## src/rtl/cmbe_pkg.sv

```systemverilog
// Shared types, constants and the CRC byte step for the masked CRC-32 engine.
package cmbe_pkg;

    localparam int unsigned CrcWidth  = 32;
    localparam int unsigned ByteWidth = 8;

    localparam logic [CrcWidth-1:0] CrcPolyReflected = 32'hEDB8_8320;
    localparam logic [CrcWidth-1:0] MaskReset        = 32'hD202_EF8D;
    localparam logic [CrcWidth-1:0] CrcSeed          = '0;

    typedef logic [CrcWidth-1:0]  t_crc;
    typedef logic [ByteWidth-1:0] t_byte;

    // One message byte held in the input stage.
    typedef struct packed {
        t_byte data_byte;
        logic  last_byte;
    } t_beat;

    // Reflected CRC-32 update by one byte, eight shift and conditional XOR rounds.
    function automatic t_crc crc_byte_step(input t_crc crc, input t_byte data);
        t_crc r;
        r = {{(CrcWidth-ByteWidth){1'b0}}, crc[ByteWidth-1:0] ^ data};
        for (int k = 0; k < ByteWidth; k++) begin
            if (r[0]) begin
                r = (r >> 1) ^ CrcPolyReflected;
            end else begin
                r = r >> 1;
            end
        end
        return r ^ (crc >> ByteWidth);
    endfunction

endpackage

```

## src/rtl/cmbe_fold.sv

```systemverilog
// Running CRC register, byte fold and result register of the masked CRC-32 engine.
module cmbe_fold (
    input  logic           i_clk,
    input  logic           i_rst_n,
    input  logic           i_beat_valid,
    input  cmbe_pkg::t_beat i_beat,
    input  cmbe_pkg::t_crc i_mask,
    input  logic           i_out_stall,
    output logic           o_fire,
    output logic           o_out_valid,
    output cmbe_pkg::t_crc o_crc_value
);

    cmbe_pkg::t_crc r_crc;
    cmbe_pkg::t_crc n_crc;
    cmbe_pkg::t_crc r_out_crc;
    logic           r_out_valid;
    logic           out_free;
    cmbe_pkg::t_crc folded;

    // Fold the byte, then apply the mask.
    assign folded = cmbe_pkg::crc_byte_step(r_crc, i_beat.data_byte) ^ i_mask;

    // Take a beat unless it ends a message and the result slot is still held.
    assign out_free = !r_out_valid || !i_out_stall;
    assign o_fire   = i_beat_valid && (!i_beat.last_byte || out_free);

    always_comb begin
        n_crc = r_crc;
        if (o_fire) begin
            n_crc = i_beat.last_byte ? cmbe_pkg::CrcSeed : folded;
        end
    end

    // Advance the running CRC.
    always_ff @(posedge i_clk) begin
        if (!i_rst_n) begin
            r_crc <= cmbe_pkg::CrcSeed;
        end else begin
            r_crc <= n_crc;
        end
    end

    // Load the result register when it is free; hold it while stalled.
    always_ff @(posedge i_clk) begin
        if (!i_rst_n) begin
            r_out_valid <= 1'b0;
        end else if (out_free) begin
            r_out_valid <= o_fire && i_beat.last_byte;
        end
    end

    always_ff @(posedge i_clk) begin
        if (out_free && o_fire && i_beat.last_byte) begin
            r_out_crc <= folded;
        end
    end

    assign o_out_valid = r_out_valid;
    assign o_crc_value = r_out_crc;

    // A finished message leaves the register at the seed and a result waiting.
    a_seed_after_last: assert property (@(posedge i_clk) disable iff (!i_rst_n)
        o_fire && i_beat.last_byte |=> r_crc == cmbe_pkg::CrcSeed)
        else $error("running CRC not cleared after last beat");

    a_result_after_last: assert property (@(posedge i_clk) disable iff (!i_rst_n)
        o_fire && i_beat.last_byte |=> r_out_valid)
        else $error("no result after last beat");

    a_crc_holds: assert property (@(posedge i_clk) disable iff (!i_rst_n)
        !o_fire |=> $stable(r_crc))
        else $error("running CRC moved without a beat");

    a_no_overwrite: assert property (@(posedge i_clk) disable iff (!i_rst_n)
        r_out_valid && i_out_stall && i_beat_valid && i_beat.last_byte |-> !o_fire)
        else $error("last beat taken while result slot held");

endmodule

```

## src/rtl/crc32_masked_byte_engine.sv

```systemverilog
// Top level of the masked CRC-32 byte engine: input stage, mask register and fold.
//
// The engine takes one message byte per cycle while its input is not
// stalled and keeps a reflected CRC-32 (polynomial 0xEDB88320) that starts
// at zero for every message; after each byte the running value is XORed with
// the mask register (reset 0xD202EF8D). The beat flagged last yields one
// result carrying the masked CRC of the whole message, and the next beat
// starts a new message. A beat is held in the input register, where it is
// folded into the running CRC; its result, if any, is loaded into the result
// register at the end of the folding cycle and is presented in the next.
// Throughput is one byte per cycle while the input is not stalled, limited
// by the combinational eight-round byte fold that feeds the running CRC
// register back on itself. A held result stalls the input only when another
// last beat arrives behind it. Write the mask only while no message is in flight.
module crc32_masked_byte_engine (
    input  logic        i_clk,
    input  logic        i_rst_n,
    // byte input
    input  logic        i_in_valid,
    output logic        o_in_stall,
    input  logic [7:0]  i_data_byte,
    input  logic        i_last_byte,
    // result output
    output logic        o_out_valid,
    input  logic        i_out_stall,
    output logic [31:0] o_crc_value,
    // mask write
    input  logic        i_cfg_valid,
    output logic        o_cfg_ready,
    input  logic [31:0] i_cfg_data
);

    logic            r_in_valid;
    logic            n_in_valid;
    cmbe_pkg::t_beat r_beat;
    cmbe_pkg::t_crc  r_mask;
    logic            fire;
    logic            in_accept;

    // Take a mask write in any cycle.
    assign o_cfg_ready = 1'b1;

    always_ff @(posedge i_clk) begin
        if (!i_rst_n) begin
            r_mask <= cmbe_pkg::MaskReset;
        end else if (i_cfg_valid && o_cfg_ready) begin
            r_mask <= i_cfg_data;
        end
    end

    // Input register: refill in the same cycle the held beat is folded.
    assign o_in_stall = r_in_valid && !fire;
    assign in_accept  = i_in_valid && !o_in_stall;

    always_comb begin
        n_in_valid = r_in_valid;
        if (in_accept) begin
            n_in_valid = 1'b1;
        end else if (fire) begin
            n_in_valid = 1'b0;
        end
    end

    always_ff @(posedge i_clk) begin
        if (!i_rst_n) begin
            r_in_valid <= 1'b0;
        end else begin
            r_in_valid <= n_in_valid;
        end
    end

    always_ff @(posedge i_clk) begin
        if (in_accept) begin
            r_beat.data_byte <= i_data_byte;
            r_beat.last_byte <= i_last_byte;
        end
    end

    cmbe_fold u_fold (
        .i_clk        (i_clk),
        .i_rst_n      (i_rst_n),
        .i_beat_valid (r_in_valid),
        .i_beat       (r_beat),
        .i_mask       (r_mask),
        .i_out_stall  (i_out_stall),
        .o_fire       (fire),
        .o_out_valid  (o_out_valid),
        .o_crc_value  (o_crc_value)
    );

endmodule

```

## config.mk

```make
export PLATFORM = sky130hd
export DESIGN_NAME = crc32_masked_byte_engine
export DESIGN_NICKNAME = d
export VERILOG_FILES = /design/src/rtl/cmbe_pkg.sv /design/src/rtl/cmbe_fold.sv /design/src/rtl/crc32_masked_byte_engine.sv
export SDC_FILE = /design/constraint.sdc
export NUM_CORES = 1
export LEC_CHECK = 0
export BUFFER_PORTS_ARGS = -buffer_cell sky130_fd_sc_hd__buf_2
export CORE_MARGIN = 3
export CORE_UTILIZATION = 45
export CTS_CLUSTER_SIZE = 10
export DETAILED_ROUTE_END_ITERATION = 6
export GPL_TIMING_DRIVEN = 0
export PLACE_DENSITY = 0.66
export SKIP_CTS_REPAIR_TIMING = 1
export SLEW_MARGIN = 20
export SYNTH_ARGS = -nofsm -noshare
export SYNTH_HDL_FRONTEND = slang
export SYNTH_SLANG_ARGS = --single-unit
```

## constraint.sdc

```tcl
create_clock -name i_clk -period 1.9 [get_ports i_clk]
set_input_delay 0 -clock i_clk [delete_from_list [all_inputs] [get_ports i_clk]]
set_output_delay 0 -clock i_clk [all_outputs]
set_load 0.01 [all_outputs]
```

== Word level (Yosys, flattened, before mapping) ==
Cells that the tools add are included.

* Bits in registers: 107
* Memory bits (read-only): 0
* Bits in writable memories: 0
* Memories: 0
* Input port bits: 46
* Output and inout port bits: 35
* Logic and storage cells: 43
* Bits in latches: 0

* Shift-type cells: 0
* Add/sub/neg operators: 0
* Divide/modulo/power cells: 0
* Mux-type cells: 11
* Reductions and logical operators: 14
* $lt $le $gt $ge: 0
* Equal/unequal tests: 0
* Multiply operators: 0
* Bitwise logic cells: 11

{| class="wikitable"
|+ Operator list
! cell !! count
|-
| $mux W32 || 9
|-
| $not A13 Y14 || 7
|-
| $xor A32 B24 Y32 || 1
|-
| $xor A32 B32 Y32 || 1
|-
| $not A1 Y14 || 1
|-
| $xor A8 B8 Y8 || 1
|-
| $logic_and A1 B1 Y1 || 6
|-
| $logic_not A1 Y1 || 5
|-
| $logic_or A1 B1 Y1 || 2
|-
| $mux W1 || 2
|-
| $reduce_bool A2 Y1 || 1
|}

== Longest topological paths before layout ==
* Depth after elaboration: 20
* Gate-level depth with buffers: 6
* Gate-level depth less buffers: 6

== Modules after synthesis ==
A second synthesis with hierarchy kept.

* Cell total of the unflattened synthesis: 354
* Area, all modules: 4754.6 um^2

{| class="wikitable"
|+ By module, submodules not included
! module !! sequential area each (um^2) !! cells each !! instances !! area each (um^2)
|-
| cmbe_fold || 1621.6 || 236 || 1 || 3236.9
|-
| crc32_masked_byte_engine || 930.9 || 118 || 1 || 1517.7
|}

== Worst setup path before layout ==
Ideal clock, no wire load.

* Path kind: register -> register
* From: register r_beat[3] in the netlist's numbering
* To: register u_fold.r_crc[19]
* Data arrival time: 1.951 ns
* Cell stages (with the launch flop): 7
* Data required time: 1.782 ns
* Setup slack: -0.169 ns
* Library setup time: 0.118 ns
* Buffers on the path: 0
* Period minus slack after synthesis: 2.069 ns
* Cell sequence: edfxtp_1 -> xnor2_1 -> xnor2_1 -> xnor2_1 -> xnor3_4 -> a22oi_1 -> nor2b_1

* Longest elaborated chain between the ends: 16

{| class="wikitable"
|+ RTL lines
! item !! line !! text
|-
| start: declaration || crc32_masked_byte_engine.sv:35 || <nowiki>cmbe_pkg::t_beat r_beat;</nowiki>
|-
| $xor A8 B8 Y8 * || cmbe_pkg.sv:23 || <nowiki>r = {{(CrcWidth-ByteWidth){1'b0}}, crc[ByteWidth-1:0] ^ data};</nowiki>
|-
| $mux W32 * (3 in a row) || cmbe_pkg.sv:25 || <nowiki>if (r[0]) begin</nowiki>
|-
| $not A13 Y14 (no source line) || - ||
|-
| $mux W32 * (2 in a row) || cmbe_pkg.sv:25 ||
|-
| $not A13 Y14 (no source line) || - ||
|-
| $mux W32 * || cmbe_pkg.sv:25 ||
|-
| $not A13 Y14 (no source line) || - ||
|-
| $mux W32 * || cmbe_pkg.sv:25 ||
|-
| $not A13 Y14 (no source line) || - ||
|-
| $mux W32 * || cmbe_pkg.sv:25 ||
|-
| $xor A32 B24 Y32 * || cmbe_pkg.sv:31 || <nowiki>return r ^ (crc >> ByteWidth);</nowiki>
|-
| $xor A32 B32 Y32 * || cmbe_fold.sv:22 || <nowiki>assign folded = cmbe_pkg::crc_byte_step(r_crc, i_beat.data_byte) ^ i_mask;</nowiki>
|-
| via u_fold.folded[19] || cmbe_fold.sv:19 || <nowiki>cmbe_pkg::t_crc folded;</nowiki>
|-
| $mux W32 * || cmbe_fold.sv:31 || <nowiki>n_crc = i_beat.last_byte ? cmbe_pkg::CrcSeed : folded;</nowiki>
|-
| end signal: assignment || cmbe_fold.sv:38 || <nowiki>r_crc <= cmbe_pkg::CrcSeed;</nowiki>
|-
| end signal: assignment || cmbe_fold.sv:40 || <nowiki>r_crc <= n_crc;</nowiki>
|-
| end: declaration || cmbe_fold.sv:14 || <nowiki>cmbe_pkg::t_crc r_crc;</nowiki>
|}

The timed path passes the listed nets; every way through them passes the cells marked *.
A chain may end at the register's enable or synchronous reset.

== Worst setup path in the final report ==
* From: register r_beat[2] in the netlist's numbering
* To: register u_fold.r_crc[23]

* Longest elaborated chain between the ends: 16

{| class="wikitable"
|+ RTL lines
! item !! line
|-
| $xor A8 B8 Y8 * || cmbe_pkg.sv:23
|-
| $mux W32 * (3 in a row) || cmbe_pkg.sv:25
|-
| $not A13 Y14 (no source line) || -
|-
| $mux W32 * || cmbe_pkg.sv:25
|-
| $not A13 Y14 (no source line) || -
|-
| $mux W32 * (2 in a row) || cmbe_pkg.sv:25
|-
| $not A13 Y14 (no source line) || -
|-
| $mux W32 * || cmbe_pkg.sv:25
|-
| $not A13 Y14 (no source line) || -
|-
| $mux W32 * || cmbe_pkg.sv:25
|-
| $xor A32 B24 Y32 * || cmbe_pkg.sv:31
|-
| $xor A32 B32 Y32 * || cmbe_fold.sv:22
|-
| $mux W32 * || cmbe_fold.sv:31
|}

Every way passes the cells marked *; elsewhere a longest branch is shown, timed or not.

==> impl.org <==
** Placement
- GP Congestion :: 0.803
- Buffers placed on the I/O ports in this run total 78.
- Post-DP Area :: 0.00532 mm^2
- The wire-length estimate of the detail-placed layout is 7530 um.
- Cells after DPL :: 582

** STA
- At the pin with the least slew margin, the transition time is 1.03 ns.
- Headroom to the max-slew limit :: 0.316
- Setup repair after global routing could not meet its margin everywhere.
- Setup violations remaining at the end of the flow were counted as 15.
- Period Utilization, post-route :: 1.07
- Smallest setup slack after layout :: -0.135 ns
- Max frequency :: 0.491 GHz
- Across the routed clock network, the largest skew measured is 0.0126 ns.
- The final number of max-transition violations was 0.
- Final Hold Vio Count :: 0
- Min Tclk post-route :: 2.03 ns

** Synthesis
- The cell area that synthesis handed to floorplanning was 0.00469 mm^2.
- Of the total synthesized cell area, the portion taken by AND, OR, NAND and NOR gates is 0.0923.
- Main combinational cell family by area after synthesis :: XOR/XNOR gates
- Syn nets :: 416
- In the post-synthesis netlist, the biggest area contributors are sky130_fd_sc_hd__dfxtp_1, sky130_fd_sc_hd__edfxtp_1, sky130_fd_sc_hd__xnor2_1.
- Adder-Cell Fraction of Synth Area :: 0
- Ys flop type :: sky130_fd_sc_hd__dfxtp_1
- Flip-flop and latch count after synthesis :: 107
- Cell taking the most area after synthesis :: sky130_fd_sc_hd__dfxtp_1
- The complex-gate fraction of the synthesized area came to 0.0512.
- Of the synthesized area, sequential elements account for 0.544.
- Average footprint of a synthesized cell :: 12.7 um^2
- Share of the synthesized netlist area taken by xor and xnor gates :: 0.227
- After synthesis, the share of flip-flops with an asynchronous set or reset is 0.
- Number of instances in the synthesized netlist :: 370
- The share of synthesized area in the top cell type comes to 0.282.
- Share of synthesized area spent on multiplexers :: 0.0683
- Post-synth EDFFs :: 41
- Number of synthesis warnings :: 0
- Synth unique cells :: 26

** Detailed routing
- Routed Wire Length :: 11400 um
- Via-to-Cell Ratio :: 4.82
- For this block, the initial DRC count from the detailed router was 106.
- Routed wirelength normalized by instance count :: 16.9 um
- DRC errors left :: 0
- The first detailed-routing pass took 4 iterations.
- Vias :: 3271
- Detail Route Antenna Nets :: 0

** Min path
- Hold Crit Class :: in2reg

** Power and ir drop
- For this design the ratio of total power to cell area is 968 mW/mm^2.
- Pleak :: 2.59 nW
- Worst voltage drop across the vdd grid :: 566 uV

** GRT
- Entering global routing, the biggest net connects 21 pins.
- Global-route wire length before repair :: 16000 um
- The via count of the first global-routing pass was 2996.
- Number of antenna violations at the first check in global routing :: 0
- Residual overflow from global routing :: 0
- GRT Overall Usage :: 0.184

** Die
- The die is 108 um wide.
- The core region is 0.00995 mm^2.
- The die is 108 um tall.
- The initialized floorplan defines 36 standard-cell rows.
- The initial utilization of the core area, before any placement, comes to 0.471.
- The floorplan step defined a die boundary enclosing 0.0117 mm^2.
- Count of pins on the block boundary :: 81

** Finish
- Of the cells placed in the final design, the portion with a size suffix greater than 1 is 0.334.
- The net count of the finished layout is 586.
- The repair_antennas step left the layout with diodes totalling 0.
- Area grow syn2layout :: 41.7%
- The count of cells in the finished layout, fillers not included, comes to 678.
- Total non-filler cell area in the finished layout :: 0.00664 mm^2

** Clock network
- H-tree depth :: 3
- TritonCTS built the clock tree.
- Clk sink count :: 107
- Root buf cell :: sky130_fd_sc_hd__clkbuf_8
- In this run the deepest clock path goes through 2 buffers.
- The clock reaches the later pin of the worst-skew pair after 0.38 ns.
- The number of clock buffers added by TritonCTS is 9.
- Post-CTS clock slew at the launch and capture registers of the worst setup and hold paths :: 0.10 ns

** Worst setup path
- CP Data Arrival Time :: 2.36 ns
- Of all nets on the critical path, the largest fanout is 6.
- The critical path is of the reg2reg type.
- Critical path capture point type :: register
- The worst setup path is launched from a register.
- Endpoint required time on the critical path :: 2.22 ns

** Status
- The run finished, with violations left.
- Failing checks :: negative setup slack

** Run
- Max-Cap Viols :: 0
[state kept, by name, summed over array words and instances, names as in the netlist]
name and count:
r_beat 9, r_in_valid 1, r_mask 32, u_fold.o_crc_value 32, u_fold.o_out_valid 1, u_fold.r_crc 32
[area by class of cell]
class / instances / area (um^2)
Sequential cell: 107 / 2550
Timing Repair Buffer: 159 / 1190
Tap cell: 133 / 166
Clock buffer: 12 / 145
Multi-Input combinational cell: 245 / 2480
Clock inverter: 4 / 26.3
Fill cell: 718 / 3310
Buffer: 18 / 78.8
[routing by layer]
layer  part of all wire  routed length, um  vias to the layer above  track usage
met5                  0                  0                        -            0
met4              0.015                166                        0       0.0559
met2               0.50               5670                      103        0.295
met1               0.44               4990                     1555        0.252
met3              0.053                600                       15       0.0388
li1                   -                  -                     1598            -
[worst max-delay path, stage by stage (launching register included)]
cell,delay (ns)
sky130_fd_sc_hd__edfxtp_1,0.49
sky130_fd_sc_hd__xnor2_4,0.31
sky130_fd_sc_hd__buf_6,0.16
sky130_fd_sc_hd__xor2_4,0.26
sky130_fd_sc_hd__xnor2_4,0.16
sky130_fd_sc_hd__xnor2_4,0.19
sky130_fd_sc_hd__or3_1,0.33
sky130_fd_sc_hd__nand3_1,0.08
[power by group]
part | switching, mW | total, mW | internal [mW]
clock network | 0.768 | 1.28 | 0.510
registers | 0.112 | 2.78 | 2.67
logic | 1.11 | 2.37 | 1.26
[final timing paths]
path	startpoint	cells past startpoint	end	slack (ns)
max	r_beat[2]	7	u_fold.r_crc[23]	-0.13
min	i_rst_n	4	u_fold.r_crc[20]	0.02
max reg2reg	r_beat[2]	7	u_fold.r_crc[23]	-0.13
min reg2reg	r_mask[7]	2	r_mask[7]	0.50
[cells by family after synthesis]
family / after synthesis
compound gates: 32
xor+xnor: 101
buf+inv: 18
flops: 107
mux: 32
other cells: 1
simple gates: 79
[stage by stage]
stage                     power, mW  setup WS, ns  TNS (ns)  hold WS (ns)   util
final                          6.43        -0.135     -1.07        0.0167  0.667
after global routing           6.71        -0.241     -3.17        0.0385  0.667
after CTS                      5.65        -0.353     -6.21        -0.214  0.551
after detailed placement       4.39        -0.345     -5.42         0.179  0.534
after global placement         4.38        -0.323     -7.68         0.178  0.531
after floorplan                3.97       -0.0493    -0.110        0.0989      -
[Yosys cell counts, drive strengths merged (2+ instances only)]
master / number
buf: 8
a22oi: 30
nor2: 2
edfxtp: 41
nor2b: 47
xnor3: 2
nand4: 2
dfxtp: 66
nand2: 20
xnor2: 80
clkbuf: 10
xor2: 19
or3: 2
nand3: 5
mux2i: 32
[cells in the final DEF, fill, tap and decap left out, types with 3 or more instances in the layout]
cell type                       count
sky130_fd_sc_hd__buf_2             82
sky130_fd_sc_hd__dfxtp_1           66
sky130_fd_sc_hd__xnor2_1           53
sky130_fd_sc_hd__nor2b_1           47
sky130_fd_sc_hd__dlygate4sd3_1     43
sky130_fd_sc_hd__edfxtp_1          41
sky130_fd_sc_hd__mux2i_1           32
sky130_fd_sc_hd__buf_4             29
sky130_fd_sc_hd__a22oi_1           25
sky130_fd_sc_hd__nand2_1           20
sky130_fd_sc_hd__xnor2_4           15
sky130_fd_sc_hd__xnor2_2           12
sky130_fd_sc_hd__clkbuf_1          10
sky130_fd_sc_hd__clkbuf_8          10
sky130_fd_sc_hd__xor2_1             9
sky130_fd_sc_hd__xor2_4             8
sky130_fd_sc_hd__nand3_1            5
sky130_fd_sc_hd__a22oi_2            5
sky130_fd_sc_hd__buf_6              5
sky130_fd_sc_hd__buf_12             4
sky130_fd_sc_hd__buf_1              3
sky130_fd_sc_hd__clkinvlp_4         3
Note: power is estimated with default switching activity, not from simulation.
